$ cat config.mk
export PLATFORM = sky130hd
export DESIGN_NAME = tks_cell
export DESIGN_NICKNAME = d
export VERILOG_FILES = /design/src/rtl/core/top_k_select_top_defines.svh /design/src/rtl/core/tks_pkg.sv /design/src/rtl/core/tks_cell.sv
export SDC_FILE = /design/constraint.sdc
export NUM_CORES = 1
export LEC_CHECK = 0
export ABC_AREA = 1
export BUFFER_PORTS_ARGS = -buffer_cell sky130_fd_sc_hd__buf_2
export CORE_UTILIZATION = 35
export DETAILED_ROUTE_END_ITERATION = 6
export PLACE_DENSITY = 0.73
export SLEW_MARGIN = 20
export SYNTH_ARGS = -nofsm -noshare
export SYNTH_HDL_FRONTEND = slang
export SYNTH_SLANG_ARGS = --single-unit
$ cat constraint.sdc
create_clock -name clk -period 5.9 [get_ports clk]
set_clock_uncertainty 0.15 [all_clocks]
set_input_delay 0 -clock clk [delete_from_list [all_inputs] [get_ports clk]]
set_output_delay 0 -clock clk [all_outputs]
set_load 0.02 [all_outputs]
$ cat src/rtl/core/top_k_select_top_defines.svh
// Assertion macros for the top-k selection RTL.
`ifndef TOP_K_SELECT_TOP_DEFINES_SVH
`define TOP_K_SELECT_TOP_DEFINES_SVH
`ifndef SYNTH
`define TKS_ASSERT(lbl, prop, msg) \
  lbl: assert property (@(posedge clk) disable iff (rst) prop) else $error(msg);
`define TKS_ASSERT_NEXT(lbl, pre, post, msg) \
  lbl: assert property (@(posedge clk) disable iff (rst) (pre) |=> (post)) else $error(msg);
`else
`define TKS_ASSERT(lbl, prop, msg)
`define TKS_ASSERT_NEXT(lbl, pre, post, msg)
`endif
`endif

$ cat src/rtl/core/tks_pkg.sv
// Shared types, constants and ranking function for top-k selection.
`default_nettype none
package tks_pkg;
  localparam int KW          = 7;
  localparam int VALUE_W     = 32;
  localparam int POS_W       = 16;
  localparam int K_MAX_DEF   = 64;
  localparam int MAX_ROW_DEF = 65536;

  typedef enum logic [0:0] {
    ST_IDLE,
    ST_DRAIN
  } tks_state_t;

  typedef struct packed {
    logic insert;
    logic trim;
    logic shift;
  } tks_ctrl_t;

  // Order-preserving key: NaN lowest, -0 equal to +0.
  function automatic logic [VALUE_W-1:0] rank_key(input logic [VALUE_W-1:0] bits);
    logic [VALUE_W-1:0] b;
    b = bits;
    if ((b[30:23] == 8'hFF) && (b[22:0] != 23'd0)) begin
      return '0;
    end
    if (b == 32'h8000_0000) begin
      b = '0;
    end
    if (b[31]) begin
      return ~b;
    end
    return b | 32'h8000_0000;
  endfunction
endpackage
`default_nettype wire

$ cat src/rtl/core/tks_cell.sv
// One ranked slot of the insertion chain.
`default_nettype none
module tks_cell (
  input  wire                         clk,
  input  wire                         rst,
  input  tks_pkg::tks_ctrl_t          ctrl,
  input  wire                         active,
  input  wire [tks_pkg::VALUE_W-1:0]  new_key,
  input  wire [tks_pkg::VALUE_W-1:0]  new_value,
  input  wire [tks_pkg::POS_W-1:0]    new_pos,
  input  wire                         prev_keep,
  input  wire                         prev_valid,
  input  wire [tks_pkg::VALUE_W-1:0]  prev_value,
  input  wire [tks_pkg::POS_W-1:0]    prev_pos,
  input  wire                         next_valid,
  input  wire [tks_pkg::VALUE_W-1:0]  next_value,
  input  wire [tks_pkg::POS_W-1:0]    next_pos,
  output logic                        keep,
  output logic                        valid_out,
  output logic [tks_pkg::VALUE_W-1:0] value_out,
  output logic [tks_pkg::POS_W-1:0]   pos_out
);
  import tks_pkg::*;

  logic               valid;
  logic [VALUE_W-1:0] value;
  logic [POS_W-1:0]   pos;

  // Existing entry wins ties: it came earlier in the row.
  assign keep      = valid && active && (rank_key(value) >= new_key);
  assign valid_out = valid && active;
  assign value_out = value;
  assign pos_out   = pos;

  always_ff @(posedge clk) begin
    if (rst) begin
      valid <= 1'b0;
    end else if (ctrl.shift) begin
      valid <= next_valid;
      value <= next_value;
      pos   <= next_pos;
    end else if (ctrl.insert) begin
      if (!active) begin
        valid <= 1'b0;
      end else if (!keep) begin
        if (prev_keep) begin
          valid <= 1'b1;
          value <= new_value;
          pos   <= new_pos;
        end else begin
          valid <= prev_valid;
          value <= prev_value;
          pos   <= prev_pos;
        end
      end
    end else if (ctrl.trim) begin
      valid <= valid && active;
    end
  end
endmodule
`default_nettype wire
==> impl_metrics.csv, run 1 <==
group,metric,value,unit
yosys,netlist_area,0.00396,sq mm
power,pwr-share-clk,24.3,%
worst_setup_path,end_kind,"register",
yosys,synth_top_family_by_area,"simple AND/OR/NAND/NOR gates",
final_layout,drive_gt1_share,29.6,%
flow_run,maxCapViolations,0,
timing,rsz0062_at_grt,"false",
worst_setup_path,cp.arrival,4.67,ns
power,cell_internal_pwr,753,uW
yosys,synth-edff-count,48,
detailed_routing,wl_per_cell,13.7,um
clocking,cts_inserted_buffers,5,
final_layout,nFillCells,1035,
power,p_seq_share,40.3,%
timing,hold_viol,2,
yosys,synth-main-ff-cell,"edfxtp_1",
final_layout,stdcell_count,977,
grt,grt_usage,23.1,%
grt,antenna_found_initial,0,
timing,min_period,4.60,ns
worst_setup_path,regToRegStartpoint,"value_out[6]",
clocking,htree_levels,2,
min_path,hp-class,"in2reg",
timing,max_freq,218,MHz
yosys,yosys_warnings,0,
floorplanning,start_util,36.2,%
placed_design,io_buffers,234,
grt,grt_max_degree,52,
grt,grt_overflow,0,
grt,grt_pass1_wl,21300,um
detailed_routing,viasPerCell,4.82,
timing,setup_tns,0,ns
detailed_routing,postRouteAntennaNets,0,
placed_design,dp.cells,877,
clocking,clock-sinks,49,
timing,relSlewSlack,31.5,%
floorplanning,die_h,108,um
yosys,netlist-cell-type-count,29,
timing,holdWs,-0.0123,ns
run_status,outcome,"finished, violations left",
floorplanning,rows,38,
timing,worst_pin_slew,1.03,ns
yosys,synth-xor-area-share,6.64,%
floorplanning,die-area,0.0117,sq mm
power,p_comb_share,35.4,%
yosys,synthSimpleGateAreaFrac,21.9,%
final_layout,final_common_cell,"buf_2",
detailed_routing,first_pass_iters,4,
timing,min_period_over_period,77.9,%
detailed_routing,drt-total-wl,13400,um
yosys,synth-seq-cells,49,
final_layout,fin_area,0.00624,sq mm
yosys,synth_top_area_share,36.4,%
worst_setup_path,path_max_fanout,31,
timing,slew_violations,0,
yosys,netlist_instances,528,
yosys,synth-adder-area-share,10.1,%
grt,grt_pass1_vias,4670,
power,sw_frac_of_total,30.1,%
power,switching_power,324,uW
yosys,synth-compound-area-share,15.4,%
yosys,synth.avg_cell_area,7.50,sq um
final_layout,final_cell_mix,"234 x buf_2, 111 x a21oi_1, 105 x nor2_1, 94 x nand2_1, 94 x dlygate4sd3_1",
clocking,cts_root_buffer,"clkbuf_16",
final_layout,area_delta_synth_final,57.6,%
clocking,clock_latency,0.28,ns
placed_design,gp_congestion,0.832,
floorplanning,die_w,108,um
worst_setup_path,path_class,"reg2reg",
min_path,min_from,"prev_value[16]",
power,p_leak,3.14,nW
clocking,clock_path_buffers,2,
detailed_routing,vias,4706,
run_status,violations,"hold timing",
clocking,cts_tree,"built",
detailed_routing,dr.first_iter.drc_count,269,
yosys,async_flop_share,0,%
placed_design,place_hpwl,9620,um
power,p_per_area,173,mW/mm^2
floorplanning,ios,235,
power,ir_drop,0.122,mV
worst_setup_path,required,5.97,ns
final_layout,antennaDiodeCount,0,
detailed_routing,drc,0,
yosys,yosysSeqAreaShare,36.9,%
clocking,clk_pin_slew,0.06,ns
worst_setup_path,crit_start,"value_out[6]",
worst_setup_path,start_kind,"register",
floorplanning,core_region_area,0.0109,sq mm
power,power,1.08,mW
placed_design,place_area,0.00517,sq mm
yosys,synth.mux.area_fraction,0.253,%
timing,setup_viol,0,
yosys,synth_area_leaders,"edfxtp_1 36%, a21oi_1 14%, ha_1 10%, nor2_1 10%, nand2_1 8.9%",
yosys,synthesis.nets,745,
final_layout,nNetsFinal,1055,
yosys,yosysTopAreaCell,"edfxtp_1",
-- repair_timing --
action	CTS	global route
resized for setup	0	0
setup buffers	0	0
hold buffers	94	0
hold endpoints to repair	47	0
-- kinds of logic (layout without fill, tap and decap cells) --
| family | after synthesis | in the layout |
|---|---|---|
| and+or+nand+nor | 217 | 217 |
| AOI/OAI and AO/OA | 119 | 119 |
| buffers and inverters | 80 | 389 |
| DFF | 49 | 49 |
| adders and majority gates | 32 | 32 |
| xor gates and xnor gates | 30 | 30 |
| muxes | 1 | 1 |
-- critical path, stage by stage (launching register included) --
cell and delay (ns):
edfxtp_1 0.47, nor2_1 0.15, nand4_1 0.09, or2_1 0.25
nor2_2 0.14, nand4_2 0.12, nand2_4 0.40, xor2_1 0.18
nor2_1 0.06, ha_1 0.33, nand2_1 0.06, nor2_1 0.16
nand2_1 0.09, nor2_1 0.10, nor2_1 0.05, nand2_1 0.08
nand2_1 0.08, nand2_1 0.11, nand4_1 0.12, nand3_1 0.11
nand2_1 0.05, dlygate4sd3_1 0.55, nor2_1 0.08, dlygate4sd3_1 0.55
-- through the flow --
stage	setup slack (ns)	hold slack, ns	util [%]
6_report	1.30	-0.0123	57.1
3_5_place_dp	1.52	0.129	47.3
5_1_grt	0.918	0.0139	57.1
2_1_floorplan	1.63	0.00575	-
3_3_place_gp	1.56	0.135	47.3
4_1_cts	1.33	0.00158	57.1
-- final timing paths --
path	end	slack, ns	depth (start not counted)
worst min-delay path	value_out[16]	-0.01	3
worst max-delay path	valid	1.30	23
worst min register to register	valid	0.90	3
worst max register to register	valid	1.30	23
-- layer usage --
metal	up-vias	wire length, um	part of all wire (%)	global-route usage, %
met5	-	0	0	0
met4	0	550	4.1	11.8
met3	46	766	5.7	3.74
met2	203	6390	48	39.8
met1	2105	5650	42	27.8
li1	2352	-	-	-
-- Yosys cell counts, types with 2 or more instances --
| cell | count |
|---|---|
| clkbuf_1 | 20 |
| nand4_1 | 7 |
| o21ai_0 | 3 |
| xor2_1 | 30 |
| a21o_1 | 2 |
| o21a_1 | 2 |
| buf_1 | 2 |
| nor4_1 | 2 |
| a21oi_1 | 111 |
| nor2_1 | 105 |
| ha_1 | 32 |
| inv_1 | 52 |
| edfxtp_1 | 48 |
| nand2_1 | 94 |
| nand3_1 | 2 |
| buf_8 | 2 |
| nand2_2 | 2 |
-- area by class of cell --
cell class | instances | area [sq um] | share of cell area (%)
sequential | 49 | 1460 | 23.4
multi-input combinational | 399 | 2150 | 34.4
tap | 140 | 175 | 2.81
timing repair buffer | 330 | 2130 | 34.1
clock inverter | 1 | 5.00 | 0.0802
clock buffer | 5 | 125 | 2.00
inverter | 53 | 199 | 3.19
-- registers in the layout (all words and copies together) (netlist names) --
| register | cells |
|---|---|
| pos_out | 16 |
| valid | 1 |
| value_out | 32 |
-- power groups by stage --
stage	combinational, mW	sequential, mW	clock, mW
3_5_place_dp	0.316	0.442	0
2_1_floorplan	0.169	0.465	0
6_report	0.382	0.434	0.262
3_3_place_gp	0.313	0.441	0
5_1_grt	0.430	0.437	0.283
4_1_cts	0.379	0.434	0.269
Note: power is estimated with default switching activity, not from simulation.
==> inputs of run 2 (changes only) <==
Settings changed: PLACE_DENSITY 0.73 to 0.75.
Clock period 5.9 ns to 3.9 ns, I/O delays scaled along.
==> run 2 against run 1 <==
Effect of this change: the flow now finishes without violations; core utilization increased by 3.6 points; clock power rose by 110%; highest routed layer unchanged; via count grew 2.4%; sequential share of layout area shrank 1.4 points; sequential power rose by 50%; final cell count up 3.2%; register-to-register slack got worse by 1.2 ns; maximum frequency grew 22%; design area increased by 6.3%; first-iteration DRC count fell by 14%; global-route usage decreased by 1.0 points.
==> impl_metrics.csv, run 2 (synthesis gave the netlist of run 1 again) <==
group,metric,value,unit
run_status,outcome,"completed",
flow_run,maxCapViolations,0,
worst_setup_path,cpMaxStageDelayCell,"dlygate4sd3_1",
final_layout,final_util,60.6,%
final_layout,largest_reg_flops,32,
grt,grt_pass1_vias,4511,
placed_design,place_hpwl,9310,um
power,ir_drop,0.280,mV
final_layout,drive_gt1_share,32.9,%
clocking,clock-sinks,49,
timing,hold_viol,0,
timing,timing.final.ws_setup,0.130,ns
worst_setup_path,end_kind,"register",
clocking,cts_tree,"built",
floorplanning,core_region_area,0.0109,sq mm
grt,grt_pass1_wl,20400,um
power,p_seq_share,35.6,%
clocking,cts_root_buffer,"clkbuf_16",
grt,antenna_found_initial,0,
min_path,min_from,"next_value[6]",
timing,max_freq,265,MHz
placed_design,gp_congestion,0.798,
worst_setup_path,cp.arrival,3.85,ns
power,pwr-share-clk,29.9,%
worst_setup_path,path_class,"reg2reg",
worst_setup_path,path_max_fanout,10,
detailed_routing,drt-total-wl,13600,um
power,sw_frac_of_total,28.3,%
detailed_routing,viasPerCell,4.78,
placed_design,post-place-ws,0.118,ns
final_layout,nFillCells,960,
timing,slew_violations,0,
final_layout,final_common_cell,"buf_2",
timing,relSlewSlack,62.4,%
worst_setup_path,r2r_slack,0.13,ns
final_layout,nNetsFinal,1084,
floorplanning,rows,38,
power,p_leak,3.33,nW
clocking,clk_pin_slew,0.07,ns
worst_setup_path,crit_chain,"nor2_1 > nand4_1 > or2_1 > nor2_2 > nand4_2 > nand2_4 > buf_12 > xor2_1 > nor2_1 > ha_1 > nand2_1 > nor2_2 > nand4_1 > a21oi_2 > nor2_2 > nand2_1 > nand4_1 > nand3_1 > nand2_1 > dlygate4sd3_1 > nor2_1",
timing,min_period,3.77,ns
placed_design,io_buffers,234,
min_path,hold_depth,3,
floorplanning,ios,235,
worst_setup_path,start_kind,"register",
min_path,hp-class,"in2reg",
min_path,holdPathEnd,"value_out[6]",
clocking,htree_levels,2,
floorplanning,die-area,0.0117,sq mm
final_layout,final_cell_mix,"234 x buf_2, 109 x a21oi_1, 103 x nor2_1, 95 x dlygate4sd3_1, 92 x nand2_1",
power,p_per_area,275,mW/mm^2
detailed_routing,postRouteAntennaNets,0,
detailed_routing,wl_per_cell,13.5,um
detailed_routing,drc,0,
power,switching_power,516,uW
detailed_routing,vias,4821,
clocking,cts_inserted_buffers,5,
timing,worst_pin_slew,0.564,ns
grt,grt_usage,22.1,%
floorplanning,start_util,36.2,%
timing,rsz0062_at_grt,"true",
floorplanning,die_h,108,um
worst_setup_path,regToRegStartpoint,"value_out[14]",
worst_setup_path,rr_worst_depth,21,
worst_setup_path,required,3.98,ns
final_layout,antennaDiodeCount,0,
detailed_routing,dr.first_iter.drc_count,232,
timing,setup_viol,0,
clocking,clock_latency,0.28,ns
worst_setup_path,r2r-end,"valid",
final_layout,multi_input_area,0.00219,sq mm
power,cell_internal_pwr,1.31,mW
worst_setup_path,critPathMaxStageDelay,0.54,ns
grt,grt_max_degree,52,
power,p_comb_share,34.4,%
timing,min_period_over_period,96.7,%
final_layout,seq_area,0.00146,sq mm
clocking,clock_path_buffers,2,
grt,grt_overflow,0,
floorplanning,die_w,108,um
final_layout,area_delta_synth_final,67.5,%
detailed_routing,first_pass_iters,4,
run 2: cell types whose count changed in the layout (fill, tap and decap cells not counted), moves of 2 or more:
| cell | delta |
|---|---|
| a21oi_1 | -2 |
| buf_12 | +4 |
| buf_4 | +23 |
| bufinv_16 | +2 |
| nand2_1 | -2 |
| nand2_2 | +2 |
| nor2_1 | -2 |
| nor2_2 | +2 |
run 2: area by class of cell:
| cell class | count | area share, % |
|---|---|---|
| tap | 140 | 2.64 |
| timing repair buffer | 359 | 36.4 |
| clock buffer | 5 | 1.89 |
| clock inverter | 3 | 0.981 |
| inverter | 53 | 3.06 |
| sequential | 49 | 22.0 |
| multi-input combinational | 399 | 33.0 |
run 2: power by group through the flow:
| stage | Clock, mW | Combinational [mW] | Sequential [mW] |
|---|---|---|---|
| floorplan | 0 | 0.258 | 0.702 |
| global placement | 0 | 0.501 | 0.660 |
| detailed placement | 0 | 0.507 | 0.661 |
| global route | 0.578 | 0.699 | 0.653 |
| finish | 0.546 | 0.627 | 0.650 |
| CTS | 0.557 | 0.603 | 0.649 |
run 2: how the worst max path moves through the flow:
| stage | startpoint | to | slack [ns] | cells past startpoint |
|---|---|---|---|---|
| final | value_out[14] | valid | 0.13 | 21 |
| after global routing | value_out[13] | valid | -0.23 | 21 |
| after CTS | value_out[13] | valid | 0.07 | 21 |
| after detailed placement | value_out[16] | pos_out[7] | 0.12 | 22 |
| after global placement | value_out[8] | pos_out[14] | 0.16 | 21 |
| after floorplan | value_out[13] | pos_out[0] | -0.24 | 21 |
run 2: critical path, delay by kind of cell, from the launching register on:
kind | cells | cell delay, ns
compound gates | 1 | 0.18
buf+inv | 2 | 0.69
fa+ha+maj | 1 | 0.28
xor+xnor | 1 | 0.14
simple gates | 16 | 1.86
flops | 1 | 0.43
run 2: layer usage:
| layer | wire length (um) | global-route usage, % | vias to the layer above | share of wire, % |
|---|---|---|---|---|
| li1 | - | - | 2411 | - |
| met1 | 5580 | 26.5 | 2174 | 41 |
| met2 | 6800 | 40.1 | 204 | 50 |
| met3 | 856 | 3.56 | 32 | 6.3 |
| met4 | 337 | 7.43 | 0 | 2.5 |
| met5 | 0 | 0 | - | 0 |
run 2: what timing repair did:
item | in CTS | in global routing
hold endpoints to repair | 47 | 0
setup endpoints to repair | 0 | 49
resized for setup | 0 | 12
setup buffers | 0 | 6
hold buffers | 95 | 0
run 2: per-stage QoR:
step | power (mW) | instance area [sq um] | TNS (ns) | hold slack, ns | std cells
2_1_floorplan | 0.961 | 3980 | -11.52 | 0.00597 | 528
3_3_place_gp | 1.16 | 5370 | 0 | 0.135 | 898
3_5_place_dp | 1.17 | 5370 | 0 | 0.138 | 898
4_1_cts | 1.81 | 6510 | 0 | 0.00296 | 1001
5_1_grt | 1.93 | 6630 | -8.32 | 0.0323 | 1008
6_report | 1.82 | 6630 | 0 | 0.0160 | 1008
==> inputs of run 3 (changes only) <==
Settings changed: CELL_PAD_IN_SITES_DETAIL_PLACEMENT set to 1, CELL_PAD_IN_SITES_GLOBAL_PLACEMENT set to 1, CORE_UTILIZATION 35 to 27, PLACE_DENSITY 0.75 to 0.84, SLEW_MARGIN 20 to 15.
==> run 3 against run 2 <==
Effect of this change: final cell count up 5.3%; die area up 29%; clock-buffer cell count unchanged; the run now ends with hold timing left; maximum frequency down 2.9%; sequential cell count unchanged; combinational power up 9.7%; sequential share of layout area down 0.67 points; first-iteration DRC count up 28%.
==> impl_metrics.csv, run 3 (synthesis gave the netlist of run 1 again) <==
group,metric,value,unit
run_status,outcome,"finished, violations left",
run_status,violations,"hold timing",
clocking,clock_path_buffers,2,
final_layout,final_cell_mix,"234 x buf_2, 110 x a21oi_1, 99 x nor2_1, 94 x dlygate4sd3_1, 90 x nand2_1",
flow_run,maxCapViolations,0,
timing,relSlewSlack,60.8,%
timing,max_freq,257,MHz
worst_setup_path,end_kind,"register",
timing,min_period,3.88,ns
floorplanning,die_w,123,um
placed_design,io_buffers,234,
timing,holdWs,-0.0111,ns
timing,min_period_over_period,99.6,%
detailed_routing,first_pass_iters,5,
floorplanning,die-area,0.0152,sq mm
final_layout,antennaDiodeCount,0,
detailed_routing,dr.first_iter.drc_count,297,
detailed_routing,drc,0,
detailed_routing,drt-total-wl,18100,um
worst_setup_path,path_max_fanout,10,
worst_setup_path,start_kind,"register",
timing,hold_viol,1,
power,p_per_area,268,mW/mm^2
worst_setup_path,crit_top_cell,"nor2_1",
min_path,hp-class,"in2reg",
final_layout,drive_gt1_share,34.7,%
placed_design,gp_congestion,0.810,
detailed_routing,vias,5048,
floorplanning,start_util,28.1,%
clocking,clock_latency,0.29,ns
placed_design,place_hpwl,12000,um
grt,grt_pass1_vias,5444,
worst_setup_path,cpMaxStageDelayCell,"edfxtp_1",
clocking,cts_root_buffer,"clkbuf_16",
clocking,htree_levels,2,
power,ir_drop,0.160,mV
grt,grt_pass1_wl,27000,um
final_layout,final_common_cell,"buf_2",
grt,grt_max_degree,51,
grt,antenna_found_initial,0,
worst_setup_path,crit_chain,"nor2_1 > nand4_1 > or2_1 > nor2_2 > nand4_2 > nand2_4 > buf_12 > xor2_1 > nor2_1 > ha_1 > nand2_2 > nor2_1 > nand2_2 > nor2_2 > nor2_1 > nand2_1 > nand2_2 > a21oi_4 > nand2_1 > o211ai_1 > clkinvlp_4 > buf_6 > clkbuf_16",
timing,rsz0062_at_grt,"true",
clocking,cts_inserted_buffers,5,
power,p_leak,3.40,nW
floorplanning,rows,43,
final_layout,area_delta_synth_final,72.7,%
floorplanning,core_region_area,0.0141,sq mm
floorplanning,die_h,123,um
timing,setup_viol,0,
final_layout,largest_reg_flops,32,
worst_setup_path,critPathTopFamily,"simple AND/OR/NAND/NOR gates",
timing,worst_pin_slew,0.589,ns
timing,setup_tns,0,ns
final_layout,nNetsFinal,1097,
clocking,cts_tree,"built",
grt,grt_usage,23.5,%
final_layout,final_util,48.5,%
detailed_routing,wl_per_cell,17.1,um
worst_setup_path,required,3.80,ns
clocking,clock-sinks,49,
floorplanning,ios,235,
worst_setup_path,cp.arrival,3.79,ns
clocking,clk_pin_slew,0.07,ns
detailed_routing,viasPerCell,4.76,
detailed_routing,postRouteAntennaNets,0,
timing,slew_violations,0,
worst_setup_path,worst-path-buf-inv,4,
final_layout,nFillCells,1786,
worst_setup_path,critPathMaxStageDelay,0.43,ns
worst_setup_path,path_class,"reg2reg",
grt,grt_overflow,0,
## run 3: changes by cell type in the layout (fill, tap and decap cells not counted), sizes merged
| cell | delta |
|---|---|
| buf | +12 |
| clkinvlp | +1 |
| clkbuf | +2 |
| bufinv | -1 |
| dlygate4sd3 | -1 |
## run 3: path summary, 6_finish.rpt
kind                   from            end  slack (ns)  depth (start not counted)
min reg2reg           valid          valid        0.36                          2
max reg2reg   value_out[15]  value_out[31]        0.02                         23
max           value_out[15]  value_out[31]        0.02                         23
min          next_value[14]  value_out[14]       -0.01                          3
## run 3: final cells by class
type                    instances  area, sq um  share of cell area [%]
repair buffers                372         2560                    37.4
flip-flops and latches         49         1460                    21.4
clock inverters                 3         41.3                   0.604
inverters                      53          203                    2.96
multi-input cells             399         2220                    32.5
clock buffers                   5          125                    1.83
well taps                     180          225                    3.29
## run 3: worst register-to-register path: cells and delay by family, from the launching register on
family | cells | cell delay [ns]
DFF | 1 | 0.43
xor gates and xnor gates | 1 | 0.15
AOI/OAI and AO/OA | 2 | 0.31
adders and majority gates | 1 | 0.32
buffers and inverters | 4 | 0.60
and+or+nand+nor | 15 | 1.68
## run 3: stage by stage
| stage | setup slack [ns] | total power [mW] | instances | hold WS [ns] | instance area (sq um) |
|---|---|---|---|---|---|
| floorplan | -0.240 | 0.961 | 528 | 0.00597 | 3980 |
| global placement | 0.0231 | 1.18 | 940 | 0.131 | 5450 |
| detailed placement | -0.0632 | 1.20 | 940 | 0.128 | 5450 |
| CTS | 0.0184 | 1.78 | 1043 | 0.00338 | 6570 |
| global route | -0.291 | 1.93 | 1061 | 0.00488 | 6840 |
| finish | 0.0163 | 1.83 | 1061 | -0.0111 | 6840 |
## run 3: repair_timing
item,4_1_cts,5_1_grt
pin swaps,0,10
buffers inserted,1,14
endpoints found under the setup margin,48,48
hold buffers,94,0
resized for setup,2,19
endpoints found under the hold margin,47,0
cloned,0,4
## run 3: per-layer routing
| layer | GRT usage [%] | part of all wire [%] | wire length [um] |
|---|---|---|---|
| met1 | 26.3 | 39 | 7040 |
| met2 | 42.2 | 51 | 9190 |
| met5 | 0 | 0 | 0 |
| met4 | 11.4 | 4.3 | 776 |
| met3 | 4.98 | 6.2 | 1120 |
## run 3: report_power, final
| group | switching (mW) | total, mW | internal (mW) |
|---|---|---|---|
| clock network | 0.193 | 0.493 | 0.301 |
| registers | 0.0246 | 0.651 | 0.626 |
| logic | 0.354 | 0.688 | 0.335 |
| total | 0.571 | 1.83 | 1.26 |
